--- src/hdl/btbfa_pkg.sv ---
// shared types and constants for the boundary tag best fit allocator
// used by btbfa_ctrl, btbfa_dp and the top level; no dependencies
`timescale 1ns / 1ps

package btbfa_pkg;

  localparam int HEAP_WORDS = 1024;
  localparam int ADDR_W     = 10;
  localparam int TAG_W      = 10;
  localparam int POOL_W     = 11;
  localparam int BYTES_W    = 16;
  localparam int T_W        = 15;

  localparam logic [POOL_W-1:0] POOL_RESET = 11'd1024;
  localparam logic [ADDR_W-1:0] RESET_END  = 10'd1023;

  typedef enum logic [1:0] {
    OP_FORMAT  = 2'd0,
    OP_ALLOC   = 2'd1,
    OP_RELEASE = 2'd2,
    OP_UNDEF   = 2'd3
  } op_t;

  typedef enum logic [1:0] {
    ST_DONE    = 2'd0,
    ST_NOSPACE = 2'd1,
    ST_NOOP    = 2'd2
  } status_t;

  typedef enum logic [4:0] {
    S_CLR_RST, S_IDLE, S_DISP, S_CLR_FMT,
    S_A_RD, S_A_EV, S_A_FIN, S_SP1, S_SP2, S_SP3, S_EX1, S_EX2,
    S_R_EVH, S_R_EVP, S_R_POS, S_R_EVQ, S_R_W0, S_R_W1,
    S_DONE
  } state_t;

  typedef enum logic [3:0] {
    ADR_CLR, ADR_WALK, ADR_HEAD, ADR_PRE, ADR_POS,
    ADR_SP0, ADR_SP1, ADR_SP2, ADR_SP3, ADR_R0, ADR_R1
  } adr_sel_t;

  typedef enum logic [2:0] {
    WD_CLR, WD_TM1, WD_LEFT, WD_USED, WD_MERGE, WD_RDSET
  } wd_sel_t;

  typedef enum logic [1:0] {
    RES_OK, RES_NOSPACE, RES_NOOP, RES_GRANT
  } res_sel_t;

  typedef struct packed {
    logic     mem_rd;
    logic     mem_wr;
    adr_sel_t adr;
    wd_sel_t  wd;
    logic     start;
    logic     fmt_init;
    logic     clr_step;
    logic     a_eval;
    logic     r_head;
    logic     r_pre;
    logic     r_pos;
    logic     res_ld;
    res_sel_t res;
    logic     out_ld;
  } cmd_t;

  typedef struct packed {
    logic [1:0] op;
    logic       clr_last;
    logic       walk_end;
    logic       exact;
    logic       found;
    logic       split;
    logic       blk_bad;
    logic       head_bad;
    logic       pre_chk;
    logic       pos_chk;
    logic       out_busy;
  } sts_t;

endpackage

--- src/hdl/btbfa_ctrl.sv ---
// controller state machine for the allocator
// depends on btbfa_pkg; drives btbfa_dp through cmd_t, reads sts_t
`timescale 1ns / 1ps

module btbfa_ctrl (
  input  logic              clk,
  input  logic              rst_n,
  input  logic              in_fire,
  input  btbfa_pkg::sts_t   sts,
  output btbfa_pkg::cmd_t   cmd,
  output logic              idle
);
  import btbfa_pkg::*;

  state_t state_r, state_nxt;

  always_ff @(posedge clk) begin
    if (!rst_n) begin
      state_r <= S_CLR_RST;
    end else begin
      state_r <= state_nxt;
    end
  end

  assign idle = (state_r == S_IDLE);

  always_comb begin
    state_nxt = state_r;
    cmd       = '0;
    cmd.adr   = ADR_CLR;
    cmd.wd    = WD_CLR;
    cmd.res   = RES_OK;
    case (state_r)
      S_CLR_RST, S_CLR_FMT: begin
        cmd.mem_wr   = 1'b1;
        cmd.clr_step = 1'b1;
        if (sts.clr_last) begin
          state_nxt = (state_r == S_CLR_RST) ? S_IDLE : S_DONE;
        end
      end
      S_IDLE: begin
        if (in_fire) begin
          cmd.start = 1'b1;
          state_nxt = S_DISP;
        end
      end
      S_DISP: begin
        case (sts.op)
          OP_FORMAT: begin
            cmd.fmt_init = 1'b1;
            cmd.res_ld   = 1'b1;
            cmd.res      = RES_OK;
            state_nxt    = S_CLR_FMT;
          end
          OP_ALLOC: state_nxt = S_A_RD;
          OP_RELEASE: begin
            if (sts.blk_bad) begin
              cmd.res_ld = 1'b1;
              cmd.res    = RES_NOOP;
              state_nxt  = S_DONE;
            end else begin
              cmd.mem_rd = 1'b1;
              cmd.adr    = ADR_HEAD;
              state_nxt  = S_R_EVH;
            end
          end
          default: begin
            cmd.res_ld = 1'b1;
            cmd.res    = RES_NOOP;
            state_nxt  = S_DONE;
          end
        endcase
      end
      S_A_RD: begin
        if (sts.walk_end) begin
          state_nxt = S_A_FIN;
        end else begin
          cmd.mem_rd = 1'b1;
          cmd.adr    = ADR_WALK;
          state_nxt  = S_A_EV;
        end
      end
      S_A_EV: begin
        cmd.a_eval = 1'b1;
        state_nxt  = sts.exact ? S_A_FIN : S_A_RD;
      end
      S_A_FIN: begin
        if (!sts.found) begin
          cmd.res_ld = 1'b1;
          cmd.res    = RES_NOSPACE;
          state_nxt  = S_DONE;
        end else if (sts.split) begin
          cmd.mem_wr = 1'b1;
          cmd.adr    = ADR_SP0;
          cmd.wd     = WD_TM1;
          state_nxt  = S_SP1;
        end else begin
          // exact fit keeps the tail tag as it is and only sets its in-use bit
          cmd.mem_rd = 1'b1;
          cmd.adr    = ADR_SP3;
          state_nxt  = S_EX1;
        end
      end
      S_SP1: begin
        cmd.mem_wr = 1'b1;
        cmd.adr    = ADR_SP1;
        cmd.wd     = WD_TM1;
        state_nxt  = S_SP2;
      end
      S_SP2: begin
        cmd.mem_wr = 1'b1;
        cmd.adr    = ADR_SP2;
        cmd.wd     = WD_LEFT;
        state_nxt  = S_SP3;
      end
      S_SP3: begin
        cmd.mem_wr = 1'b1;
        cmd.adr    = ADR_SP3;
        cmd.wd     = WD_LEFT;
        cmd.res_ld = 1'b1;
        cmd.res    = RES_GRANT;
        state_nxt  = S_DONE;
      end
      S_EX1: begin
        cmd.mem_wr = 1'b1;
        cmd.adr    = ADR_SP0;
        cmd.wd     = WD_USED;
        state_nxt  = S_EX2;
      end
      S_EX2: begin
        cmd.mem_wr = 1'b1;
        cmd.adr    = ADR_SP3;
        cmd.wd     = WD_RDSET;
        cmd.res_ld = 1'b1;
        cmd.res    = RES_GRANT;
        state_nxt  = S_DONE;
      end
      S_R_EVH: begin
        cmd.r_head = 1'b1;
        if (sts.head_bad) begin
          cmd.res_ld = 1'b1;
          cmd.res    = RES_NOOP;
          state_nxt  = S_DONE;
        end else if (sts.pre_chk) begin
          cmd.mem_rd = 1'b1;
          cmd.adr    = ADR_PRE;
          state_nxt  = S_R_EVP;
        end else begin
          state_nxt = S_R_POS;
        end
      end
      S_R_EVP: begin
        cmd.r_pre = 1'b1;
        state_nxt = S_R_POS;
      end
      S_R_POS: begin
        if (sts.pos_chk) begin
          cmd.mem_rd = 1'b1;
          cmd.adr    = ADR_POS;
          state_nxt  = S_R_EVQ;
        end else begin
          state_nxt = S_R_W0;
        end
      end
      S_R_EVQ: begin
        cmd.r_pos = 1'b1;
        state_nxt = S_R_W0;
      end
      S_R_W0: begin
        cmd.mem_wr = 1'b1;
        cmd.adr    = ADR_R0;
        cmd.wd     = WD_MERGE;
        state_nxt  = S_R_W1;
      end
      S_R_W1: begin
        cmd.mem_wr = 1'b1;
        cmd.adr    = ADR_R1;
        cmd.wd     = WD_MERGE;
        cmd.res_ld = 1'b1;
        cmd.res    = RES_OK;
        state_nxt  = S_DONE;
      end
      S_DONE: begin
        if (!sts.out_busy) begin
          cmd.out_ld = 1'b1;
          state_nxt  = S_IDLE;
        end
      end
      default: state_nxt = S_IDLE;
    endcase
  end

endmodule

--- config.mk ---
export PLATFORM = sky130hd
export DESIGN_NAME = btbfa_ctrl
export DESIGN_NICKNAME = d
export VERILOG_FILES = /design/src/hdl/btbfa_pkg.sv /design/src/hdl/btbfa_ctrl.sv
export SDC_FILE = /design/constraint.sdc
export NUM_CORES = 1
export LEC_CHECK = 0
export BUFFER_PORTS_ARGS = -buffer_cell sky130_fd_sc_hd__buf_2
export CAP_MARGIN = 25
export CELL_PAD_IN_SITES_DETAIL_PLACEMENT = 2
export CELL_PAD_IN_SITES_GLOBAL_PLACEMENT = 2
export CORE_UTILIZATION = 25
export CTS_BUF_LIST = sky130_fd_sc_hd__clkbuf_4 sky130_fd_sc_hd__clkbuf_8
export CTS_CLUSTER_DIAMETER = 120
export DETAILED_ROUTE_END_ITERATION = 10
export HOLD_SLACK_MARGIN = 0.03
export PLACE_DENSITY = 0.88
export SYNTH_ARGS = -nofsm -noshare
export SYNTH_HDL_FRONTEND = slang
export SYNTH_SLANG_ARGS = --single-unit
--- constraint.sdc ---
create_clock -name clk -period 2.17 [get_ports clk]
set_input_delay 0.3255 -clock clk [delete_from_list [all_inputs] [get_ports clk]]
set_output_delay 0.3255 -clock clk [all_outputs]
set_load 0.05 [all_outputs]
==> key figures, run 1 <==
Logic synthesis
  • Asr flop ratio synth: 0
  • Syn Nets: between 100 and 150
  • Synth Flop Type: dfxtp_1
  • Post-synthesis register bit count: 5
  • Post-synthesis sequential area ratio: 0.116
  • Post-Syn Instances: 131
  • Syn. warnings: 0
  • EDFF count, synth: 0
  • Mapped Area: 866 sq um
  • Syn_area_per_cell: 6.61 sq um
  • Netlist cell types: 44

Final layout
  • ANT cells: 0
  • Layout cells sized above 1: 0.548
  • Final #Nets: 204
  • Commonest cells after routing, fill and taps aside: buf_4 (30), buf_2 (22), a21oi_1 (10)
  • Largest registers: state_r (5)
  • Top reg by flops: state_r
  • Largest register FFs: 5
  • Final core occ: 0.466
  • Most common cell after layout, fill and taps aside: buf_4
  • Area Overhead vs Synth: 79.6%
  • Final non-filler cell total: 234
  • Layout fillers: 387

Flow run
  • Max-cap viol count: 0

Detailed routing
  • Remaining DRCs: 0
  • Via count: approximately 1400
  • Drt wl/cell: 26.6 um
  • Total length of routed wires: 6.23 mm
  • First-pass DRT Iterations: 4
  • Number of DRC markers in iteration 0: 64
  • DR vias/cell: 5.90
  • Final ANT Viol Nets: 0

Worst setup path
  • Setup CP Type: flop to output port
  • Crit path capture type: output port
  • R2R Setup Slk: roughly 40 ps
  • Startpoint types: flop
  • Critical Path AT: 1970 ps
  • Max Fanout on Critical Path: 10
  • CP required: 1840 ps

STA
  • Fin Clk Skew: around 16 ps
  • Fmax: 0.435 GHz
  • RSZ-0062 raised after global routing: yes
  • Hold Vio Cnt, Final: 0
  • Least-Margin Pin Slew: 298 ps
  • Final setup TNS: -706 ps
  • Final worst path period share: 1.06
  • Setup violations, final: 10
  • Final critical-path required period: 2300 ps
  • Final worst setup slack: -130 ps
  • Pins over their slew limit: 0
  • Slew margin rel.: 0.795

Placement
  • Dpl hpwl: 3.38 mm
  • Inst Count DP: 218
  • Port Buffer Count: 35
  • Routability Congestion: 0.880

Die
  • Ports: 36
  • Core ar.: 3340 sq um
  • Die area: 3700 sq um
  • Die Wd: roughly 60 um
  • Die height: a little over 60 um
  • Initial Util: 0.259
  • # rows: 21

Global route
  • Number of global-route vias before repair: 1395
  • Total track usage: 0.294
  • Initial antenna violation count: 1
  • Largest net degree at the start of global routing: 23
  • First-pass GRT wire length: approximately 7.7 mm
  • Overflow after GRT: 0

Clock network
  • CTS tree: done
  • Num CTS Buffers: 3
  • Worst-path clk slew: ~50 ps
  • CTS Buffer Depth: 2
  • CTS Root Cell: clkbuf_4
  • Max H-tree Level: 1
  • Clock Latency Late Sink: 280 ps
  • # hold bufs at CTS: 0
  • Clock Sinks: 5

Power
  • Leak pwr: a little under 0.7 nW
  • PD cells: 1300 nW/um^2
  • VDD IR max: ~0.00052 V

Run status
  • Outcome: complete, but fails checks
  • Failing checks: setup timing

Min path
  • Hold crit path type: input port to flop
Yosys cell counts (all sizes together) (3+ instances only):
master,n,area (sq um)
clkbuf,4,15.0
nand2b,4,25.0
o211ai,3,27.5
dfxtp,5,100
or3,3,23.8
o21ai,6,30.0
nor3,5,25.0
nand2,8,30.0
nor2,11,41.3
nand3b,3,22.5
a21oi,12,60.1
buf,6,40.0
nor2b,6,37.5
nand3,8,40.0
nor3b,4,35.0
a31oi,5,31.3
o31ai,3,22.5
inv,7,26.3
routing by layer:
layer | track usage | vias to the layer above | share of wire
met4 | 0.166 | 0 | 0.031
met5 | 0 | - | 0
met2 | 0.477 | 56 | 0.50
met1 | 0.366 | 695 | 0.42
met3 | 0.0533 | 21 | 0.052
li1 | - | 608 | -
cell type report:
cell class	count	area, sq um	area share
inverter	7	30.0	0.0193
clock buffer	3	22.5	0.0145
tap	46	57.6	0.0370
clock inverter	1	5.00	0.00322
timing repair buffer	63	485	0.312
multi-input combinational	109	840	0.540
sequential	5	115	0.0740
per-stage QoR:
step                setup slack [ps]  hold WS, ps  power (W)  area, sq um
detailed placement             -63.9          617    0.00145         1230
global route                    -177          340    0.00208         1560
floorplan                       -264          467    0.00106          927
global placement                94.4          594    0.00140         1230
finish                          -130          328    0.00201         1560
CTS                            -37.6          329    0.00172         1430
worst max-delay path, cell delays in order, from the launching register on:
cell	delay (ps)
dfxtp_1	370
buf_4	220
inv_1	160
or3_4	380
nor3_2	180
and2_1	190
buf_4	200
where the power goes:
| group | total [W] | internal, W | switching (W) |
|---|---|---|---|
| Clock | 0.000133 | 0.0000682 | 0.0000651 |
| Combinational | 0.00171 | 0.000654 | 0.00105 |
| Sequential | 0.000175 | 0.000127 | 0.0000477 |
| Total | 0.00201 | 0.000849 | 0.00117 |
kinds of logic after synthesis:
family,Yosys count,share of synthesized area
AND/OR/NAND/NOR,61,0.402
AO/OA/AOI/OAI,46,0.366
buffers and inverters,17,0.0939
flip-flops,5,0.116
multiplexers,2,0.0231
what timing repair did:
item                                    in CTS  in global routing
cloned                                       0                  1
setup buffers                                7                  4
pin swaps                                    2                  1
endpoints found under the setup margin      12                 14
gates resized for setup                     37                 20
final timing paths:
kind | startpoint | endpoint | depth (start not counted)
setup / recovery | state_r[0] | cmd[10] | 6
hold / removal | rst_n | state_r[0] | 2
setup reg to reg | state_r[1] | state_r[0] | 6
hold reg to reg | state_r[3] | state_r[4] | 3
No activity file was read; power rests on OpenSTA's default activity.
==> run 2: changes to the inputs <==
Settings changed: SETUP_SLACK_MARGIN from default to 0.2, SLEW_MARGIN from default to 20.
==> run 2 against run 1 <==
Against the previous run:
- the flow still finishes with violations (setup timing)
- combinational power up 11%
- highest routed layer unchanged
- first-iteration DRC count up 30%
- count of clock-buffer cells in the layout up 1
- final area up 7.2%
- die area unchanged
- largest power group unchanged
- non-clock buffer count up 4
- wire length up 7.5%
- clock skew down 13 ps
- maximum frequency up 3.1%
- critical path depth up 1
- critical endpoint is now cmd[15]
- largest cell class unchanged
==> key figures, run 2 (synthesis gave the netlist of run 1 again) <==
Flow run
  • Max-cap viol count: 0

Die
  • Initial Util: 0.259
  • Die Wd: 60.9 um
  • Die area: 3700 sq um
  • Core ar.: 3340 sq um
  • Ports: 36
  • Die height: 60.9 um
  • # rows: 21

STA
  • Hold Vio Cnt, Final: 0
  • Setup violations, final: 4
  • Hold slack: roughly 400 ps
  • Fin Clk Skew: 2.94 ps
  • RSZ-0062 raised after global routing: yes
  • Fmax: 0.448 GHz
  • Final worst path period share: 1.03
  • Pins over their slew limit: 0
  • Slew margin rel.: 0.719
  • Final worst setup slack: -61.0 ps
  • Final critical-path required period: 2230 ps
  • Least-Margin Pin Slew: 417 ps

Power
  • Reg power frac: 0.082
  • Clock network power share: 0.061
  • Leak pwr: ~0.70 nW
  • Total internal power: 0.000976 W
  • Gate power share: 0.857
  • Switching share of power: 0.557
  • VDD IR max: 0.000514 V
  • Psw: 0.00123 W
  • Tot Pwr: 0.00220 W
  • PD cells: about 1300 nW/um^2

Final layout
  • Area Overhead vs Synth: 92.6%
  • Layout cells sized above 1: 0.615
  • Largest register FFs: 5
  • ANT cells: 0
  • Commonest cells after routing, fill and taps aside: buf_4 (36), buf_2 (16), a21oi_1 (10)
  • Top reg by flops: state_r
  • Largest registers: state_r (5)
  • Final core occ: 0.500
  • Final #Nets: 208
  • Most common cell after layout, fill and taps aside: buf_4
  • Final non-filler cell total: 238

Clock network
  • CTS Buffer Depth: 2
  • Max H-tree Level: 1
  • Worst-path clk slew: 50 ps
  • Clock Sinks: 5
  • CTS tree: done
  • CTS Root Cell: clkbuf_4
  • Num CTS Buffers: 3
  • Clock Latency Late Sink: ~260 ps
  • # hold bufs at CTS: 0

Placement
  • Dpl hpwl: about 3.6 mm
  • Inst Count DP: 219
  • Pre-CTS setup slack: 97.8 ps
  • Routability Congestion: 0.911
  • Port Buffer Count: 35

Min path
  • Hold crit path type: input port to flop
  • Hold Startpoint: rst_n

Run status
  • Failing checks: setup timing
  • Outcome: complete, but fails checks

Worst setup path
  • Crit path buf inv count: 2
  • Setup CP Type: flop to output port
  • Critical Path Source: state_r[3]
  • Slowest cell delay on critical path: 460 ps
  • Startpoint types: flop
  • Critical Path AT: 1910 ps
  • Crit path capture type: output port
  • CP required: 1840 ps
  • Top delay family on crit path: simple AND/OR/NAND/NOR gates
  • Critical R2R Launch: state_r[3]
  • Max Fanout on Critical Path: 6
  • Max stage delay cell, worst path: or4_4
  • Crit path cell chain: nand2_2, or4_4, clkinvlp_4, nand3b_1, a21boi_4, o311ai_2, buf_6

Global route
  • Overflow after GRT: 0
  • Initial antenna violation count: 0
  • Largest net degree at the start of global routing: 15
  • Total track usage: 0.312
  • First-pass GRT wire length: roughly 8 mm
  • Number of global-route vias before repair: 1440

Detailed routing
  • Total length of routed wires: around 6.7 mm
  • Remaining DRCs: 0
  • Via count: around 1400
  • DR vias/cell: between 6 and 7
  • First-pass DRT Iterations: 4
  • Number of DRC markers in iteration 0: 83
  • Final ANT Viol Nets: 0
  • Drt wl/cell: 28.1 um
[run 2: worst register-to-register path, cell delays in order, from the launching register on]
cell     delay, ps
dfxtp_4        400
buf_8          180
nor2b_4        180
buf_4          130
a31oi_1         60
or4_1          550
a31o_1         270
a21oi_1        190
[run 2: what timing repair did]
item / in CTS / in global routing
pin swaps: 2 / 9
endpoints found under the hold margin: 0 / 0
setup endpoints to repair: 19 / 19
setup buffers: 8 / 7
gates resized for setup: 39 / 31
[run 2: cell type report]
cell class | count | area, sq um
Sequential cell | 5 | 116
Clock buffer | 4 | 30.0
Tap cell | 46 | 57.6
Timing Repair Buffer | 67 | 531
Multi-Input combinational cell | 109 | 901
Inverter | 7 | 32.5
Fill cell | 376 | 1670
[run 2: worst paths after layout]
check | end | cells past startpoint | slack, ps
worst max-delay path | cmd[15] | 7 | -60
worst min-delay path | state_r[0] | 2 | 390
worst max register to register | state_r[1] | 7 | 130
worst min register to register | state_r[1] | 3 | 710
[run 2: routing by layer]
| layer | vias to the layer above | wire [um] | GRT usage |
|---|---|---|---|
| li1 | 616 | - | - |
| met1 | 718 | 2560 | 0.382 |
| met2 | 77 | 3510 | 0.535 |
| met3 | 24 | 403 | 0.0469 |
| met4 | 0 | 218 | 0.149 |
| met5 | - | 0 | 0 |
[run 2: power groups by stage]
stage / registers (W) / logic, W / clock network, W
finish: 0.000181 / 0.00189 / 0.000135
global route: 0.000184 / 0.00194 / 0.000142
CTS: 0.000182 / 0.00156 / 0.000128
detailed placement: 0.000183 / 0.00135 / 0
global placement: 0.000175 / 0.00130 / 0
floorplan: 0.000140 / 0.00102 / 0
[run 2: metrics by stage]
step	instance area, sq um	setup TNS, ps
floorplan	1020	-487
global placement	1300	0
detailed placement	1300	0
CTS	1520	0
global route	1670	-281
finish	1670	-155
